`config.mk`:
```
export PLATFORM = sky130hd
export DESIGN_NAME = string_literal_unescaper
export DESIGN_NICKNAME = d
export VERILOG_FILES = /design/src/rtl/slu_pkg.sv /design/src/rtl/string_literal_unescaper.sv /design/src/rtl/slu_decode.sv
export SDC_FILE = /design/constraint.sdc
export NUM_CORES = 1
export LEC_CHECK = 0
export ABC_AREA = 1
export BUFFER_PORTS_ARGS = -buffer_cell sky130_fd_sc_hd__buf_2
export CORE_MARGIN = 2
export CORE_UTILIZATION = 40
export DETAILED_ROUTE_END_ITERATION = 10
export PLACE_DENSITY = 0.66
export SYNTH_ARGS = -nofsm -noshare
export SYNTH_HDL_FRONTEND = slang
export SYNTH_SLANG_ARGS = --single-unit
```
`constraint.sdc`:
```
create_clock -name clk -period 8.15 [get_ports clk]
set_clock_uncertainty 0.1 [all_clocks]
set_input_delay 1.2225 -clock clk [delete_from_list [all_inputs] [get_ports clk]]
set_output_delay 1.2225 -clock clk [all_outputs]
set_load 0.02 [all_outputs]
```
`src/rtl/slu_pkg.sv`:
```
// Package: item types, decoder modes and character constants for the string literal unescaper.
package slu_pkg;

  typedef struct packed {
    logic [7:0] in_byte;
    logic       is_last;
  } in_item_t;

  typedef struct packed {
    logic [7:0] out_char;
    logic       has_char;
    logic       end_mark;
    logic [1:0] error_code;
  } out_item_t;

  typedef enum logic [2:0] {
    MODE_START = 3'd0,
    MODE_BODY  = 3'd1,
    MODE_ESC   = 3'd2,
    MODE_DEC1  = 3'd3,
    MODE_DEC2  = 3'd4,
    MODE_DRAIN = 3'd5
  } mode_t;

  typedef struct packed {
    mode_t      mode;
    logic [9:0] acc;
    logic       ended;
  } slu_state_t;

  localparam logic [1:0] ERR_NONE   = 2'd0;
  localparam logic [1:0] ERR_RANGE  = 2'd1;
  localparam logic [1:0] ERR_LETTER = 2'd2;

  localparam logic [9:0] DEC_LIMIT = 10'd127;
  localparam logic [9:0] ACC_MAX   = 10'd999;

  localparam logic [7:0] CH_BSLASH = 8'h5C;
  localparam logic [7:0] CH_ZERO   = 8'h30;
  localparam logic [7:0] CH_NINE   = 8'h39;
  localparam logic [7:0] CH_N      = 8'h6E;
  localparam logic [7:0] CH_R      = 8'h72;
  localparam logic [7:0] CH_T      = 8'h74;
  localparam logic [7:0] CH_F      = 8'h66;
  localparam logic [7:0] CH_V      = 8'h76;
  localparam logic [7:0] CH_A      = 8'h61;
  localparam logic [7:0] CH_E      = 8'h65;
  localparam logic [7:0] CODE_LF   = 8'h0A;
  localparam logic [7:0] CODE_CR   = 8'h0D;
  localparam logic [7:0] CODE_TAB  = 8'h09;
  localparam logic [7:0] CODE_FF   = 8'h0C;
  localparam logic [7:0] CODE_VT   = 8'h0B;
  localparam logic [7:0] CODE_BEL  = 8'h07;
  localparam logic [7:0] CODE_ESC  = 8'h1B;

endpackage

```
`src/rtl/string_literal_unescaper.sv`:
```
// Top level: input register, byte decoder and result register of the string literal unescaper.
//
//   channel | direction | handshake          | payload
//   in      | to block  | in_valid, in_stall  | in_item  (in_byte, is_last)
//   out     | from block| out_valid, out_stall| out_item (out_char, has_char, end_mark, error_code)
//
// Each byte is taken into the input register and, unless the result register is held, is decoded
// into the result register; its result is offered from there when the decode produces one.
// One byte is taken every cycle while in_stall is low; the decode step holds the whole state update.
// A stall on out holds the result register; a byte waiting in the input register is held
// and in_stall rises.
// Reset is synchronous and clears the decoder state and both valid flags.
module string_literal_unescaper (
  input  logic               clk,
  input  logic               rst,
  input  logic               in_valid,
  output logic               in_stall,
  input  slu_pkg::in_item_t  in_item,
  output logic               out_valid,
  input  logic               out_stall,
  output slu_pkg::out_item_t out_item
);

  logic                in_reg_valid;
  slu_pkg::in_item_t   in_reg;
  slu_pkg::slu_state_t state;
  slu_pkg::slu_state_t state_next;
  logic                produce;
  slu_pkg::out_item_t  result;
  logic                hold;
  logic                consume;

  assign hold     = out_valid && out_stall;
  assign consume  = in_reg_valid && !hold;
  assign in_stall = in_reg_valid && hold;

  slu_decode u_decode (
    .state      (state),
    .item       (in_reg),
    .state_next (state_next),
    .produce    (produce),
    .result     (result)
  );

  always_ff @(posedge clk) begin
    if (rst) begin
      in_reg_valid <= 1'b0;
      out_valid    <= 1'b0;
      state.mode   <= slu_pkg::MODE_START;
      state.acc    <= '0;
      state.ended  <= 1'b0;
    end else begin
      if (in_valid && !in_stall) begin
        in_reg_valid <= 1'b1;
      end else if (consume) begin
        in_reg_valid <= 1'b0;
      end
      if (consume) begin
        state     <= state_next;
        out_valid <= produce;
      end else if (!hold) begin
        out_valid <= 1'b0;
      end
    end
  end

  always_ff @(posedge clk) begin
    if (in_valid && !in_stall) begin
      in_reg <= in_item;
    end
    if (consume && produce) begin
      out_item <= result;
    end
  end

  a_last_restarts: assert property (@(posedge clk) disable iff (rst)
    consume && in_reg.is_last |=> state.mode == slu_pkg::MODE_START)
    else $error("decoder did not return to start after the closing byte");

  a_last_gives_end: assert property (@(posedge clk) disable iff (rst)
    consume && in_reg.is_last |=> out_valid && out_item.end_mark)
    else $error("closing byte gave no end marker");

  a_char_no_error: assert property (@(posedge clk) disable iff (rst)
    out_valid && out_item.has_char |-> out_item.error_code == slu_pkg::ERR_NONE)
    else $error("result carries both a character and an error");

  a_acc_bound: assert property (@(posedge clk) disable iff (rst)
    state.acc <= slu_pkg::ACC_MAX)
    else $error("digit accumulator out of range");

endmodule

```
`src/rtl/slu_decode.sv`:
```
// Combinational decoder: next state and result for one byte of a literal.
module slu_decode (
  input  slu_pkg::slu_state_t state,
  input  slu_pkg::in_item_t   item,
  output slu_pkg::slu_state_t state_next,
  output logic                produce,
  output slu_pkg::out_item_t  result
);

  logic       is_digit;
  logic [3:0] digit_val;
  logic [9:0] acc_taken;
  logic       ended_taken;
  logic [9:0] acc_final;
  logic       letter_ok;
  logic [7:0] letter_code;

  assign is_digit  = (item.in_byte >= slu_pkg::CH_ZERO) && (item.in_byte <= slu_pkg::CH_NINE);
  assign digit_val = 4'(item.in_byte - slu_pkg::CH_ZERO);

  always_comb begin
    if (!state.ended && is_digit) begin
      acc_taken   = 10'(state.acc * 10'd10) + 10'(digit_val);
      ended_taken = state.ended;
    end else begin
      acc_taken   = state.acc;
      ended_taken = 1'b1;
    end
  end

  always_comb begin
    letter_ok   = 1'b1;
    letter_code = '0;
    unique case (item.in_byte)
      slu_pkg::CH_N: letter_code = slu_pkg::CODE_LF;
      slu_pkg::CH_R: letter_code = slu_pkg::CODE_CR;
      slu_pkg::CH_T: letter_code = slu_pkg::CODE_TAB;
      slu_pkg::CH_F: letter_code = slu_pkg::CODE_FF;
      slu_pkg::CH_V: letter_code = slu_pkg::CODE_VT;
      slu_pkg::CH_A: letter_code = slu_pkg::CODE_BEL;
      slu_pkg::CH_E: letter_code = slu_pkg::CODE_ESC;
      default:       letter_ok   = 1'b0;
    endcase
  end

  // The closing byte finishes an open decimal escape with the digits seen so far.
  assign acc_final = item.is_last ? state.acc : acc_taken;

  always_comb begin
    state_next = state;
    produce    = 1'b0;
    result     = '0;
    if (item.is_last) begin
      state_next.mode  = slu_pkg::MODE_START;
      state_next.acc   = '0;
      state_next.ended = 1'b0;
      produce          = 1'b1;
      result.end_mark  = 1'b1;
      unique case (state.mode)
        slu_pkg::MODE_DEC1, slu_pkg::MODE_DEC2: begin
          if (acc_final > slu_pkg::DEC_LIMIT) begin
            result.error_code = slu_pkg::ERR_RANGE;
          end else begin
            result.out_char = acc_final[7:0];
            result.has_char = 1'b1;
          end
        end
        slu_pkg::MODE_ESC: result.error_code = slu_pkg::ERR_LETTER;
        default:           result.error_code = slu_pkg::ERR_NONE;
      endcase
    end else begin
      unique case (state.mode)
        slu_pkg::MODE_BODY: begin
          if (item.in_byte == slu_pkg::CH_BSLASH) begin
            state_next.mode = slu_pkg::MODE_ESC;
          end else begin
            produce         = 1'b1;
            result.out_char = item.in_byte;
            result.has_char = 1'b1;
          end
        end
        slu_pkg::MODE_ESC: begin
          if (is_digit) begin
            state_next.acc   = 10'(digit_val);
            state_next.ended = 1'b0;
            state_next.mode  = slu_pkg::MODE_DEC1;
          end else if (letter_ok) begin
            produce         = 1'b1;
            result.out_char = letter_code;
            result.has_char = 1'b1;
            state_next.mode = slu_pkg::MODE_BODY;
          end else begin
            produce           = 1'b1;
            result.error_code = slu_pkg::ERR_LETTER;
            state_next.mode   = slu_pkg::MODE_DRAIN;
          end
        end
        slu_pkg::MODE_DEC1: begin
          state_next.acc   = acc_taken;
          state_next.ended = ended_taken;
          state_next.mode  = slu_pkg::MODE_DEC2;
        end
        slu_pkg::MODE_DEC2: begin
          produce          = 1'b1;
          state_next.acc   = '0;
          state_next.ended = 1'b0;
          if (acc_taken > slu_pkg::DEC_LIMIT) begin
            result.error_code = slu_pkg::ERR_RANGE;
            state_next.mode   = slu_pkg::MODE_DRAIN;
          end else begin
            result.out_char = acc_taken[7:0];
            result.has_char = 1'b1;
            state_next.mode = slu_pkg::MODE_BODY;
          end
        end
        slu_pkg::MODE_DRAIN: state_next.mode = slu_pkg::MODE_DRAIN;
        default:             state_next.mode = slu_pkg::MODE_BODY;
      endcase
    end
  end

endmodule
```
==> results of run 1 <==
-- worst max-delay path by stage --
stage                     cells after the start          end  slack (ps)  startpoint
after floorplan                               2     in_stall        5340   out_stall
after global placement                        4     in_stall        5200   out_stall
after detailed placement                     18  out_item[0]        5120    state[4]
after CTS                                    18  out_item[0]        5100    state[4]
after global routing                         18  out_item[0]        4850    state[4]
final                                        18  out_item[0]        5100    state[4]
-- cell usage after synthesis, drive strengths merged --
cell type  number  area, um^2
clkinv          1       3.750
a211oi          1       7.510
o22ai           2       12.51
ha             14       175.2
dfxtp          16       320.3
a41oi           1       8.760
a31oi           2       12.51
fa              2       40.04
nor2           33       170.2
mux2i           1       10.01
o21ai          21       108.9
a22oi           1       7.510
nand3          35       185.2
inv            63       236.5
a21oi          22       113.9
a2bb2oi         1       8.760
nand4          10       62.56
xor2            1       8.760
o211ai          2       15.01
clkbuf          4       16.26
nor3            4       31.28
a22o            1       8.760
nand2         131       509.2
nand3b          1       7.510
edfxtp         21       630.6
buf             3       13.76
or2             5       31.28
-- metal layers --
layer | GRT usage, % | vias up | wire length, um
li1 | - | 1348 | -
met1 | 23.82 | 1209 | 2900
met2 | 30.19 | 75 | 2893
met3 | 2.938 | 6 | 401
met4 | 5.256 | 0 | 50
met5 | 0 | - | 0
-- power by group --
| group | leakage [nW] | internal (W) | switching, W | total (W) |
|---|---|---|---|---|
| Combinational | 1.12 | 0.0000127 | 0.0000265 | 0.0000393 |
| Clock | 0.0395 | 0.0000608 | 0.0000625 | 0.000123 |
| Sequential | 0.321 | 0.000204 | 0.00000634 | 0.000210 |
-- placed cells by master (no fill, tap or decap), types with 2 or more instances in the layout --
cell,instances
a21oi_1,21
a31oi_1,2
buf_2,26
clkbuf_1,3
clkbuf_8,5
dfxtp_1,16
edfxtp_1,21
fa_1,2
ha_1,14
inv_1,60
inv_2,3
nand2_1,126
nand2_2,4
nand3_1,33
nand3_2,2
nand4_1,10
nor2_1,26
nor2_2,3
nor2_4,3
nor3_1,3
o211ai_1,2
o21ai_0,17
o21ai_1,3
o22ai_1,2
or2_2,4
-- worst min-delay path, stage by stage, from the launching register on --
cell	delay [ps]
dfxtp_1	320
nand2_1	60
a21oi_1	60
-- final cells by class --
type / count / share of cell area (%)
clock buffer: 8 / 2.630
inverter: 64 / 7.891
multi-input combinational: 291 / 50.43
sequential: 37 / 31.24
tap: 80 / 3.288
timing repair buffer: 27 / 4.521
-- stage by stage --
stage,hold slack [ps],std cells
after floorplan,320.6,399
after global placement,377.7,499
after detailed placement,377.8,499
after CTS,388.0,507
after global routing,414.2,507
final,387.5,507
-- logic make-up (layout without fill, tap and decap cells) --
kind of cell / count (synthesis) / count (layout)
AOI/OAI and AO/OA: 54 / 54
xor gates and xnor gates: 1 / 1
buffers and inverters: 71 / 99
adders and majority gates: 16 / 16
muxes: 1 / 1
DFF: 37 / 37
and+or+nand+nor: 219 / 219
==> results.cfg, run 1 <==
[worst_setup_path]
worstPathRequired_ps = 8060
crit_chain = ha_1, ha_1, inv_1, fa_1, inv_1, nand3_1, nor2_2, nand2_1, nor2_1, nand2_1, nand2_1, nand2_1, nand2_2, nand2_1, o21ai_2, nand2_1, nand2_1, o21ai_1
r2r_start = state[4]
r2r-end = out_item[0]
startpoint_type = flip-flop
critical_path_class = flip-flop to flip-flop
slowest_stage = fa_1
cpPeakStageDelay_ps = 410
end_kind = flip-flop
arrival_ps = 2960
worst-path-max-fanout = 9
r2r_slack_ps = 5100
path_delay_family = simple AND/OR/NAND/NOR gates
cp_num_buf_inv = 2
rr_worst_depth = 18
path_common_cell = nand2_1

[logic_synthesis]
post_synth_xor_area_fraction_pct = 0.3177
synth_cells = 399
synth_mux_area_share_pct = 0.3631
synth-compound-area-share_pct = 11.03
synth_adder_area_share_pct = 7.808
synth_top_family_by_area = simple AND/OR/NAND/NOR gates
ys_warn_count = 0
syn_area_um2 = 2756
synthSimpleGateAreaFrac_pct = 36.18
ys_seq_area_share_pct = 34.50
post_synth.cell_area_avg_um2 = 6.908
syn_nets = 428
synth-seq-cells = 37
synth.distinct_cells = 41

[die]
die_h_um = 87.01
die_w_um = 87.01
die-area_um2 = 7571
initial_core_util_pct = 41.02
ios = 27
core_um2 = 6719
row_count = 30

[placement]
port_buffers = 26
post-place-ws_ps = 5123
gp_congestion = 0.9904
placed_area_um2 = 2964
hpwlAfterDp_mm = 4.801

[clock_network]
clock_sinks = 37
htreeDepth = 2
clockBufferDepth = 2
path_clk_slew_ps = 80
cts_tree = built
cts_setup_buffers = 0
cts_root_buf = clkbuf_8
cts_hold_buf = 0
worstSkewPairLatency_ps = 290
numCtsBuffers = 5
cts_resized = 0

[finish]
drive_gt1_share_pct = 13.11
multiInputGateArea_um2 = 1535
fill_cells = 698
largest_register_ffs = 14
regArea_um2 = 950.9
fin_area_um2 = 3044
diodes = 0
syn_to_final_growth_pct = 10.44
fin_nets = 455
final_util_pct = 45.31

[sta]
max_freq_ghz = 0.3283
setup_viol_count_final = 0
tns_ps = 0
relSlewSlack_pct = 51.62
hold_violations = 0
fin_ws_ps = 5104
fin_crit_sh_pct = 37.37
period_minus_slack_ps = 3046
finalMaxSlewViolations = 0
grt_setup_unrepaired = false
tightest_slew_ps = 724.9

[detailed_routing]
drt_iter0_markers = 145
firstDrtPassIters = 4
vias = 2638
drt-vias-per-instance = 5.203
wire_per_inst_um = 12.32
routed_wl_mm = 6.245
route.detailed.drc = 0
ant_nets = 0

[min_path]
min_from = state[12]
holdPathEnd = state[12]
worstHoldPathType = flip-flop to flip-flop
min_delay_path_depth = 2

[grt]
grt_pass1_wl_mm = 10.90
grt_max_degree = 22
antenna_found_initial = 0
grt_pass1_vias = 2443
grt_usage_pct = 18.00
grt-ovfl-total = 0

[pwr]
power_density_nw_per_um2 = 122.4
power.total_w = 0.0003725
ir_worst_vdd_mv = 0.08133
p_leak_nw = 1.476

[status]
outcome = complete, no violations

[job]
drv_cap = 0
Power figures use the tool's default switching activity.
==> inputs of run 2 (changes only) <==
--- a/config.mk
+++ b/config.mk
@@ -10,7 +10,7 @@
 export CORE_MARGIN = 2
 export CORE_UTILIZATION = 40
 export DETAILED_ROUTE_END_ITERATION = 10
-export PLACE_DENSITY = 0.66
+export PLACE_DENSITY = 0.68
 export SYNTH_ARGS = -nofsm -noshare
 export SYNTH_HDL_FRONTEND = slang
 export SYNTH_SLANG_ARGS = --single-unit
==> constraint.sdc (replaced) <==
create_clock -name clk -period 2.76 [get_ports clk]
set_clock_uncertainty 0.1 [all_clocks]
set_input_delay 0.414 -clock clk [delete_from_list [all_inputs] [get_ports clk]]
set_output_delay 0.414 -clock clk [all_outputs]
set_load 0.02 [all_outputs]
==> results.cfg, run 2 (synthesis results as in run 1) <==
[clock_network]
htreeDepth = 2
numCtsBuffers = 5
clockBufferDepth = 2
path_clk_slew_ps = 80
clock_sinks = 37
worstSkewPairLatency_ps = 290
cts_root_buf = clkbuf_8
cts_tree = built

[sta]
period_minus_slack_ps = 2748
setup_viol_count_final = 0
grt_setup_unrepaired = true
fin_ws_ps = 11.88
finalMaxSlewViolations = 0
tightest_slew_ps = 751.1
max_freq_ghz = 0.3639
tns_ps = 0
fin_hold_ws_ps = 190.3
hold_violations = 0
fin_crit_sh_pct = 99.57
relSlewSlack_pct = 49.87

[placement]
post-place-ws_ps = -118.9
gp_congestion = 0.9091
port_buffers = 26
hpwlAfterDp_mm = 5.137

[detailed_routing]
route.detailed.drc = 0
drt-vias-per-instance = 5.249
ant_nets = 0
routed_wl_mm = 7.006
firstDrtPassIters = 5
drt_iter0_markers = 217
wire_per_inst_um = 13.22
vias = 2782

[grt]
grt_usage_pct = 19.40
antenna_found_initial = 0
grt_pass1_vias = 2626
grt-ovfl-total = 0
grt_pass1_wl_mm = 11.74
grt_max_degree = 22

[finish]
final_util_pct = 51.17
final_common_cell = nand2_1
diodes = 0
drive_gt1_share_pct = 26.89
largest_register_ffs = 14
final_cell_mix = nand2_1, inv_1, nand3_1
syn_to_final_growth_pct = 24.74
fill_cells = 646
fin_nets = 478

[min_path]
min_from = in_item[7]
worstHoldPathType = input port to flip-flop
min_delay_path_depth = 1
holdPathEnd = in_reg[7]

[worst_setup_path]
r2r_start = state[4]
r2r-end = out_item[10]
arrival_ps = 2800
critical_path_class = flip-flop to flip-flop
end_kind = flip-flop
rr_worst_depth = 18
r2r_slack_ps = 10
worstPathRequired_ps = 2810
worst-path-max-fanout = 4
startpoint_type = flip-flop

[die]
die-area_um2 = 7571
ios = 27
core_um2 = 6719
die_w_um = 87.01
row_count = 30
die_h_um = 87.01
initial_core_util_pct = 41.02

[pwr]
p_leak_nw = 1.627
ir_worst_vdd_mv = 0.2396
power_density_nw_per_um2 = 327.3

[status]
outcome = complete, no violations

[job]
drv_cap = 0
==> run 2: changes by cell type in the layout (fill, tap and decap cells not counted), moves of 3 or more <==
cell,delta
dfxtp_2,+4
nand2_4,+4
nand2_1,-17
nand3_1,-5
nand2_2,+14
dfxtp_1,-4
nor2_4,+3
inv_1,-4
buf_4,+20
inv_2,+3
ha_1,-6
ha_4,+5
nand3_2,+3
==> run 2: how the worst max path moves through the flow <==
stage / from / end / slack (ps) / cells after the start
floorplan: state[2] / out_item[0] / 20 / 18
global placement: state[2] / out_item[0] / -50 / 16
detailed placement: state[2] / out_item[0] / -120 / 16
CTS: state[4] / out_item[10] / 8 / 19
global route: state[3] / out_item[5] / -140 / 19
finish: state[4] / out_item[10] / 10 / 18
==> run 2: metal layers <==
metal / track usage [%] / vias to the layer above / part of all wire, %
li1: - / 1405 / -
met1: 25.53 / 1271 / 44
met2: 32.20 / 89 / 48
met3: 3.412 / 17 / 5.8
met4: 6.392 / 0 / 2.3
met5: 0 / - / 0
==> run 2: timing repair <==
action | 4_1_cts | 5_1_grt
cloned | 1 | 0
hold buffers | 0 | 0
endpoints found under the hold margin | 0 | 0
buffers inserted | 1 | 2
endpoints found under the setup margin | 9 | 10
gates resized for setup | 20 | 37
pin swaps | 7 | 25
==> run 2: critical path, cell delays in order, from the launching register on <==
cell     delay (ps)
dfxtp_2         340
ha_4            240
ha_4            150
inv_2            50
fa_2            440
inv_2            90
nand3_4          90
nor2_4          140
nand2_1          60
nor2_1          100
nand2_1          60
nand2_1          80
nand2_2          80
nand2_4         100
nand2_2          70
o21ai_4         120
buf_6           140
nand4_1          60
nand2_1         110
==> run 2: final cells by class <==
type                       count  area, um^2  share of cell area, %
timing repair buffer          49       310.3                  9.025
multi-input combinational    292        1744                  50.73
clock buffer                   6       72.57                  2.111
clock inverter                 2       10.01                 0.2911
inverter                      64       245.2                  7.132
tap                           80       100.1                  2.911
sequential                    37       955.9                  27.80
==> run 2: power breakdown <==
group | switching [W] | internal [W]
logic | 0.0000972 | 0.0000518
registers | 0.0000105 | 0.000601
clock network | 0.000190 | 0.000175
==> run 2: stage by stage <==
| step | power [W] | instances | area, um^2 |
|---|---|---|---|
| after detailed placement | 0.0007587 | 518 | 3107 |
| final | 0.001125 | 530 | 3438 |
| after global routing | 0.001182 | 530 | 3438 |
| after CTS | 0.001129 | 528 | 3276 |
| after floorplan | 0.0007102 | 399 | 2756 |
| after global placement | 0.0007571 | 518 | 3107 |
